### src/hw/rtl/slcd_pkg.sv
`timescale 1ns / 1ps

package slcd_pkg;

	// Sync pattern
	localparam logic [7:0] SYNC_FIRST  = 8'hAA;
	localparam logic [7:0] SYNC_SECOND = 8'h55;

	// Result kinds
	localparam logic KIND_PAYLOAD = 1'b0;
	localparam logic KIND_END     = 1'b1;

	// Length mode after reset
	localparam logic LENGTH_PRESENT_RST = 1'b1;

	// One result item
	typedef struct packed {
		logic       item_kind;
		logic [7:0] packet_type;
		logic [7:0] data_byte;
		logic [7:0] byte_index;
		logic       last;
		logic       checksum_ok;
	} res_t;

endpackage

### src/hw/rtl/sync_length_checksum_deframer_unit.sv
`timescale 1ns / 1ps
// A byte accepted into the input register passes through the FSM into the output
// register, where any result it causes is offered; a stall can hold it in between.
// Throughput: one byte per cycle while the output side does not stall.
// Input register and output register each hold one item; stall is set only when
// the output register is full and stalled.
// Reset (arst_n low, asynchronous): both registers empty, hunting the first
// sync byte, length mode on.

module sync_length_checksum_deframer_unit
	import slcd_pkg::*;
(
	input  logic       clk,
	input  logic       arst_n,
	input  logic       cfg_write,
	input  logic       cfg_data,
	input  logic       in_valid,
	output logic       in_stall,
	input  logic [7:0] rx_byte,
	output logic       out_valid,
	input  logic       out_stall,
	output logic       item_kind,
	output logic [7:0] packet_type,
	output logic [7:0] data_byte,
	output logic [7:0] byte_index,
	output logic       last,
	output logic       checksum_ok
);

	logic       length_present_q;
	logic       vld_s1;
	logic [7:0] rx_byte_s1;
	logic       out_free;
	logic       fire;
	logic       res_valid;
	res_t       res;
	res_t       res_out;

	// Configuration register
	always_ff @(posedge clk or negedge arst_n) begin
		if (!arst_n) begin
			length_present_q <= LENGTH_PRESENT_RST;
		end else if (cfg_write) begin
			length_present_q <= cfg_data;
		end
	end

	// Input register: advances whenever the output register has room
	assign fire     = vld_s1 && out_free;
	assign in_stall = vld_s1 && !out_free;

	always_ff @(posedge clk or negedge arst_n) begin
		if (!arst_n) begin
			vld_s1 <= 1'b0;
		end else if (in_valid && !in_stall) begin
			vld_s1 <= 1'b1;
		end else if (fire) begin
			vld_s1 <= 1'b0;
		end
	end

	always_ff @(posedge clk) begin
		if (in_valid && !in_stall) begin
			rx_byte_s1 <= rx_byte;
		end
	end

	slcd_fsm u_fsm (
		.clk            (clk),
		.arst_n         (arst_n),
		.fire           (fire),
		.rx_byte        (rx_byte_s1),
		.length_present (length_present_q),
		.res            (res),
		.res_valid      (res_valid)
	);

	slcd_out_reg u_out (
		.clk       (clk),
		.arst_n    (arst_n),
		.load      (fire && res_valid),
		.res_in    (res),
		.out_stall (out_stall),
		.free      (out_free),
		.out_valid (out_valid),
		.res_out   (res_out)
	);

	assign item_kind   = res_out.item_kind;
	assign packet_type = res_out.packet_type;
	assign data_byte   = res_out.data_byte;
	assign byte_index  = res_out.byte_index;
	assign last        = res_out.last;
	assign checksum_ok = res_out.checksum_ok;

endmodule

### src/hw/rtl/slcd_fsm.sv
`timescale 1ns / 1ps

module slcd_fsm
	import slcd_pkg::*;
(
	input  logic       clk,
	input  logic       arst_n,
	input  logic       fire,
	input  logic [7:0] rx_byte,
	input  logic       length_present,
	output res_t       res,
	output logic       res_valid
);

	localparam logic [2:0] PH_HUNT1 = 3'd0;
	localparam logic [2:0] PH_HUNT2 = 3'd1;
	localparam logic [2:0] PH_TYPE  = 3'd2;
	localparam logic [2:0] PH_COUNT = 3'd3;
	localparam logic [2:0] PH_BODY  = 3'd4;

	logic [2:0] phase_q, phase_d;
	logic [7:0] type_q, type_d;
	logic [7:0] left_q, left_d;
	logic [7:0] sum_q, sum_d;
	logic [7:0] pos_q, pos_d;

	// Next state and result for the byte in the input register
	always_comb begin
		phase_d   = phase_q;
		type_d    = type_q;
		left_d    = left_q;
		sum_d     = sum_q;
		pos_d     = pos_q;
		res_valid = 1'b0;
		res       = '{item_kind: KIND_END, packet_type: type_q, data_byte: 8'd0,
			byte_index: 8'd0, last: 1'b1, checksum_ok: 1'b1};
		case (phase_q)
			PH_HUNT2: begin
				phase_d = (rx_byte == SYNC_SECOND) ? PH_TYPE : PH_HUNT1;
			end
			PH_TYPE: begin
				type_d          = rx_byte;
				res.packet_type = rx_byte;
				if (length_present) begin
					phase_d = PH_COUNT;
				end else begin
					// no count byte: packet closes right here
					phase_d   = PH_HUNT1;
					res_valid = 1'b1;
				end
			end
			PH_COUNT: begin
				sum_d  = 8'd0;
				pos_d  = 8'd0;
				left_d = rx_byte;
				if (rx_byte == 8'd0) begin
					phase_d   = PH_HUNT1;
					res_valid = 1'b1;
				end else begin
					phase_d = PH_BODY;
				end
			end
			PH_BODY: begin
				sum_d          = sum_q + rx_byte;
				left_d         = left_q - 8'd1;
				res_valid      = 1'b1;
				res.data_byte  = rx_byte;
				res.byte_index = pos_q;
				if (left_q == 8'd1) begin
					// checksum byte closes the packet
					phase_d         = PH_HUNT1;
					res.checksum_ok = (sum_d == 8'd0);
				end else begin
					res.item_kind   = KIND_PAYLOAD;
					res.last        = 1'b0;
					res.checksum_ok = 1'b0;
					pos_d           = pos_q + 8'd1;
				end
			end
			default: begin
				phase_d = (rx_byte == SYNC_FIRST) ? PH_HUNT2 : PH_HUNT1;
			end
		endcase
	end

	// State update on each transfer out of the input register
	always_ff @(posedge clk or negedge arst_n) begin
		if (!arst_n) begin
			phase_q <= PH_HUNT1;
			type_q  <= 8'd0;
			left_q  <= 8'd0;
			sum_q   <= 8'd0;
			pos_q   <= 8'd0;
		end else if (fire) begin
			phase_q <= phase_d;
			type_q  <= type_d;
			left_q  <= left_d;
			sum_q   <= sum_d;
			pos_q   <= pos_d;
		end
	end

endmodule

### src/hw/rtl/slcd_out_reg.sv
`timescale 1ns / 1ps

module slcd_out_reg
	import slcd_pkg::*;
(
	input  logic clk,
	input  logic arst_n,
	input  logic load,
	input  res_t res_in,
	input  logic out_stall,
	output logic free,
	output logic out_valid,
	output res_t res_out
);

	logic vld_s2;
	res_t res_s2;

	// Register can take a new result when empty or being drained
	assign free      = !vld_s2 || !out_stall;
	assign out_valid = vld_s2;
	assign res_out   = res_s2;

	always_ff @(posedge clk or negedge arst_n) begin
		if (!arst_n) begin
			vld_s2 <= 1'b0;
		end else if (free) begin
			vld_s2 <= load;
		end
	end

	always_ff @(posedge clk) begin
		if (free && load) begin
			res_s2 <= res_in;
		end
	end

endmodule

### config.mk
export PLATFORM = sky130hd
export DESIGN_NAME = sync_length_checksum_deframer_unit
export DESIGN_NICKNAME = d
export VERILOG_FILES = /design/src/hw/rtl/slcd_pkg.sv /design/src/hw/rtl/sync_length_checksum_deframer_unit.sv /design/src/hw/rtl/slcd_fsm.sv /design/src/hw/rtl/slcd_out_reg.sv
export SDC_FILE = /design/constraint.sdc
export NUM_CORES = 1
export LEC_CHECK = 0
export BUFFER_PORTS_ARGS = -buffer_cell sky130_fd_sc_hd__clkbuf_2
export CORE_ASPECT_RATIO = 2
export CORE_UTILIZATION = 40
export CTS_BUF_LIST = sky130_fd_sc_hd__clkbuf_4 sky130_fd_sc_hd__clkbuf_8 sky130_fd_sc_hd__clkbuf_16
export DETAILED_ROUTE_END_ITERATION = 6
export SYNTH_ARGS = -nofsm -noshare
export SYNTH_HDL_FRONTEND = slang
export SYNTH_SLANG_ARGS = --single-unit
### constraint.sdc
create_clock -name clk -period 3.55 [get_ports clk]
set_input_delay 0.5325 -clock clk [delete_from_list [all_inputs] [get_ports clk]]
set_output_delay 0.5325 -clock clk [all_outputs]
set_load 0.01 [all_outputs]
# After elaboration in Yosys (flattened, before gate mapping)
# Cells that the tools add are included.
dict set report word_totals {
  reg_bits 72
  n_memories 0
  mem_bits_rw 0
  wordCells 61
  romBits 0
  in_bits 14
  latchBits 0
  out_inout_bits 29
}
dict set report classes {
  multipliers 0
  n_reduce_logical 17
  n_mux 18
  n_shift 0
  n_eq_ne 9
  div_mod_pow 0
  bitwise 0
  n_lt_le_gt_ge 0
  addsub 3
}
# op count
set op_table {}
lappend op_table {{$pmux W8 S2} 3}
lappend op_table {{$logic_not A8 Y1} 2}
lappend op_table {{$mux W8} 2}
lappend op_table {{$pmux W3 S4} 1}
lappend op_table {{$add A8 B1 Y8 const B} 1}
lappend op_table {{$add A8 B8 Y8} 1}
lappend op_table {{$eq A8 B1 Y1 const B} 1}
lappend op_table {{$eq A8 B7 Y1 const B} 1}
lappend op_table {{$eq A8 B8 Y1 const B} 1}
lappend op_table {{$sub A8 B1 Y8 const B} 1}
lappend op_table {{$mux W1} 7}
lappend op_table {{$eq A3 B2 Y1 const B} 2}
lappend op_table {{$mux W3} 2}
lappend op_table {{$logic_and A1 B1 Y1} 5}
lappend op_table {{$logic_not A1 Y1} 4}
lappend op_table {{$mux W2} 2}
lappend op_table {{$reduce_and A2 Y1} 2}
lappend op_table {{$reduce_bool A2 Y1} 2}
lappend op_table {{$eq A3 B1 Y1 const B} 1}
lappend op_table {{$eq A3 B3 Y1 const B} 1}
lappend op_table {{$pmux W1 S3} 1}
lappend op_table {{$reduce_and A3 Y1} 1}
lappend op_table {{$ne A2 B1 Y1 const B} 1}
lappend op_table {{$ne A2 B2 Y1 const B} 1}
lappend op_table {{$logic_or A1 B1 Y1} 1}

# Depth between registers and ports, before layout
dict set report logic_depth {
  ltp_word 7
  ltp_mapped 8
  ltp_nobuf 7
}

# By module
# From an unflattened synthesis, not the netlist that was laid out.
dict set report unflattened {
  hier_cells 293
  hier_area_um2 3499.6
}
# module cells_per_inst seq_area_each_um2 area_per_inst_um2 instances
set modules_own_cells {}
lappend modules_own_cells {slcd_fsm 245 875.8 2289.7 1}
lappend modules_own_cells {slcd_out_reg 31 835.8 858.3 1}
lappend modules_own_cells {sync_length_checksum_deframer_unit 17 291.5 351.6 1}

# Least setup slack after synthesis
# No wires, ideal clock.
dict set report synth_path {
  path_kind {reg2reg}
  from {register u_fsm.phase_q[1]}
  to {register u_out.res_s2 (netlist bit u_out.res_out[0]), enable pin}
  path_stages_with_launch 5
  path_buffers 0
  setup_ps 420
  arrival_ps 2443
  path_slack_ps 688
  period_less_slack_ps 2862
  required_time_ps 3130
  path_cell_list {dfrtp_1 -> inv_1 -> nor3_2 -> nand2_1 -> o22ai_1}
}
dict set report synth_via {
  elab_chain_cells 4
  word_cells_on_any_way 6
  cone_classes {3 x eq/ne; 1 x mux; 2 x reduce/logical}
}
# item line
set synth_rtl {}
lappend synth_rtl {{from (decl)} slcd_fsm.sv:21} ;# logic [2:0] phase_q, phase_d;
lappend synth_rtl {{from (signal assigned)} slcd_fsm.sv:95} ;# phase_q <= phase_d;
lappend synth_rtl {{$eq A3 B3 Y1 or $eq A3 B2 Y1 (tied branches)} slcd_fsm.sv:37} ;# case (phase_q)
lappend synth_rtl {{$pmux W1 S3 (*)} slcd_fsm.sv:37}
lappend synth_rtl {{$logic_and A1 B1 Y1 (*)} sync_length_checksum_deframer_unit.sv:81} ;# .load (fire && res_valid),
lappend synth_rtl {{$logic_and A1 B1 Y1 (*)} slcd_out_reg.sv:33} ;# if (free && load) begin
lappend synth_rtl {{to (signal assigned)} slcd_out_reg.sv:34} ;# res_s2 <= res_in;
lappend synth_rtl {{to (decl)} slcd_out_reg.sv:17} ;# res_t res_s2;
# Mark *: on every way between the ends. The rest lies on a longest branch, timed or not.
# A chain may end at the register's enable or synchronous reset.

# Final worst setup path
dict set report layout_path {
  from {register u_fsm.phase_q[2]}
  to {register u_out.res_s2 (netlist bit u_out.res_out[0]), enable pin}
}
# The elaborated chain is that of the path after synthesis.

==> results.yml <==
job:
  cap_violations: 0
clocking:
  clk_pin_slew_worst_paths_ns: 0.05
  cts_tree: "yes"
  holdBufCountCts: 0
  cts_made_buffers: 9
  post_cts_buffers: 0
  cts_resized: 0
  clock_latency_ns: 0.33
  clockRootBuffer: "clkbuf_16"
  cts.sinks: 72
  clock_path_buffers: 2
  htreeDepth: 3
timing:
  whs_ns: 0.3561
  max_slew_margin: 0.3380
  tns_ns: 0
  hold_viol: 0
  max_freq_mhz: 405.7
  finalCriticalPeriod_ns: 2.465
  rsz0062_at_grt: "no"
  worstMarginPinSlew_ns: 0.9930
  setup_viol: 0
  timing.final.ws_setup_ns: 1.085
  clock_skew_ns: 0.003474
  fin_crit_sh: 0.6943
  slew_viol_final: 0
synthesis:
  synth_edf_count: 34
  netlist.area_leader.share: 0.2881
  synth.area.top_cells: "edfxtp_1 29%, dfrtp_1 26%, nand2_1 5.5%"
  synth.yosys.seq_area_share: 0.5569
  synthesis.area_um2: 3543
  async_flop_share: 0.5278
  syn_nets: 343
  syn_area_per_cell_um2: 11.14
  synth_ff_type: "dfrtp_1"
  syn_inst: 318
  ys_ff_latch: 72
  yosysWarningCount: 0
  ys_types: 61
  yosysTopAreaCell: "edfxtp_1"
final_layout:
  antenna_cells: 0
  nNetsFinal: 389
  fin_area_um2: 4202
  drive_gt1_frac: 0.2249
  area_growth_pct: 18.57
  layout.cells.non_filler: 469
  final_util: 0.4892
  n_fill_cell: 782
floorplan:
  fp.dieW_um: 68.55
  ios: 43
  fp-row-count: 48
  dieArea_um2: 9261
  die_y_um: 135.1
  core-area_um2: 8588
  start_util: 0.4126
worst_setup_path:
  cp_top_family: "compound AO/OA/AOI/OAI gates"
  critPathMaxStageDelay_ns: 0.75
  crit_slowest_cell: "o21ai_2"
  arrival_ns: 2.56
  endpoint_kind: "flop"
  path_buf_inv: 1
  required_ns: 3.64
  cp_max_fo: 20
  path_cells: "and3b_1 -> o21ai_2 -> o22ai_2 -> buf_12"
  crit_type: "reg -> reg"
  start_kind: "flop"
drt:
  drc: 0
  dr.pass1.iters: 4
  wl_per_cell_um: 16.68
  avgViaCountPerCell: 5.463
  wirelength_mm: 7.821
  vias: 2562
  first_iter_violations: 192
  postRouteAntennaNets: 0
power:
  peakVddDrop_mv: 0.3352
  p_per_area_nw_per_um2: 528.0
  totalPowerFinal_mw: 2.218
  leakage_nw: 1.792
run_status:
  outcome: "finished clean"
global_route:
  grtUsageTotal: 0.1910
  grt_max_degree: 39
  grt_pass1_vias: 2507
  grt_remaining_overflow: 0
  antenna_found_initial: 0
  grt_pass1_wl_mm: 12.57
place:
  place_congestion: 0.8252
  dp_slack_ns: 0.9942
  port_buffers: 42
  place_area_um2: 3870
  dp_hpwl_mm: 5.703
  dpl.cell_count: 453
hold_path:
  hold_path_class: "in -> async"
cell families (layout without fill, tap and decap cells):
group | after synthesis | after routing | share of synthesized area
buffers and inverters | 23 | 74 | 0.03107
AO/OA/AOI/OAI | 66 | 66 | 0.1243
flip-flops | 72 | 72 | 0.5569
AND/OR/NAND/NOR | 128 | 128 | 0.1960
XOR/XNOR | 9 | 9 | 0.02225
adder cells (fa/ha/maj) | 11 | 11 | 0.04096
multiplexers | 9 | 9 | 0.02860
Yosys cell counts (all sizes together) (3+ instances only):
cell    number
buf          8
o31ai        4
nor3         4
nand3        9
or3          3
dfrtp       37
xor2         3
o21a         3
o21ai       17
nor3b        5
a21oi       15
nor2        16
nor4         5
ha          10
edfxtp      34
o22ai        3
inv         10
nand2b       3
xnor2        6
clkbuf       5
nand2       52
mux2         9
and2        17
state kept, by name, indices dropped and copies added (netlist names):
signal	flops
u_fsm.phase_q	3
u_out.res_out	26
rx_byte_s1	8
u_fsm.pos_q	8
u_fsm.left_q	8
u_fsm.sum_q	8
vld_s1	1
u_fsm.type_q	8
u_out.out_valid	1
length_present_q	1
report_power, final:
group,switching [mW],leakage (nW),internal (mW)
clock,0.328,0.161,0.633
combinational,0.133,0.802,0.110
sequential,0.0628,0.829,0.951
layout make-up:
class	instances	area, µm²	share of cell area
repair buffers	48	267.8	0.06373
well taps	100	125.1	0.02978
clock inverters	3	46.29	0.01102
inverters	10	37.54	0.008934
clock buffers	13	285.3	0.06790
flip-flops and latches	72	1973	0.4696
multi-input cells	223	1466	0.3490
final timing paths:
| check | start | to | slack [ns] | cells after the start |
|---|---|---|---|---|
| min in group clk | rx_byte[6] | rx_byte_s1[6] | 0.37 | 1 |
| max | u_fsm.phase_q[2] | u_out.res_out[0] | 1.09 | 4 |
| max in group asynchronous | arst_n | u_fsm.sum_q[0] | 2.57 | 1 |
| min | arst_n | u_fsm.pos_q[7] | 0.36 | 1 |
| max reg2reg | u_fsm.phase_q[2] | u_out.res_out[0] | 1.09 | 4 |
| min reg2reg | u_fsm.type_q[6] | u_fsm.type_q[6] | 0.47 | 2 |
layout by cell type, fill, tap and decap left out, types with 4 or more instances in the layout:
master,n
nor3b_1,4
clkbuf_2,42
dfrtp_1,37
and2_1,17
nand3_1,9
xnor2_1,6
o21ai_0,16
inv_1,10
o31ai_1,4
clkbuf_16,10
nand2_1,52
edfxtp_1,34
a21oi_1,15
nor2_1,16
buf_4,5
ha_1,10
mux2_2,9
per-layer routing:
layer | routed length, µm | vias to the layer above | GRT usage
li1 | - | 1242 | -
met1 | 2922 | 1228 | 0.2067
met2 | 4271 | 70 | 0.3290
met3 | 305 | 22 | 0.04054
met4 | 322 | 0 | 0.1065
met5 | 0 | - | 0
Note: power is estimated with default switching activity, not from simulation.
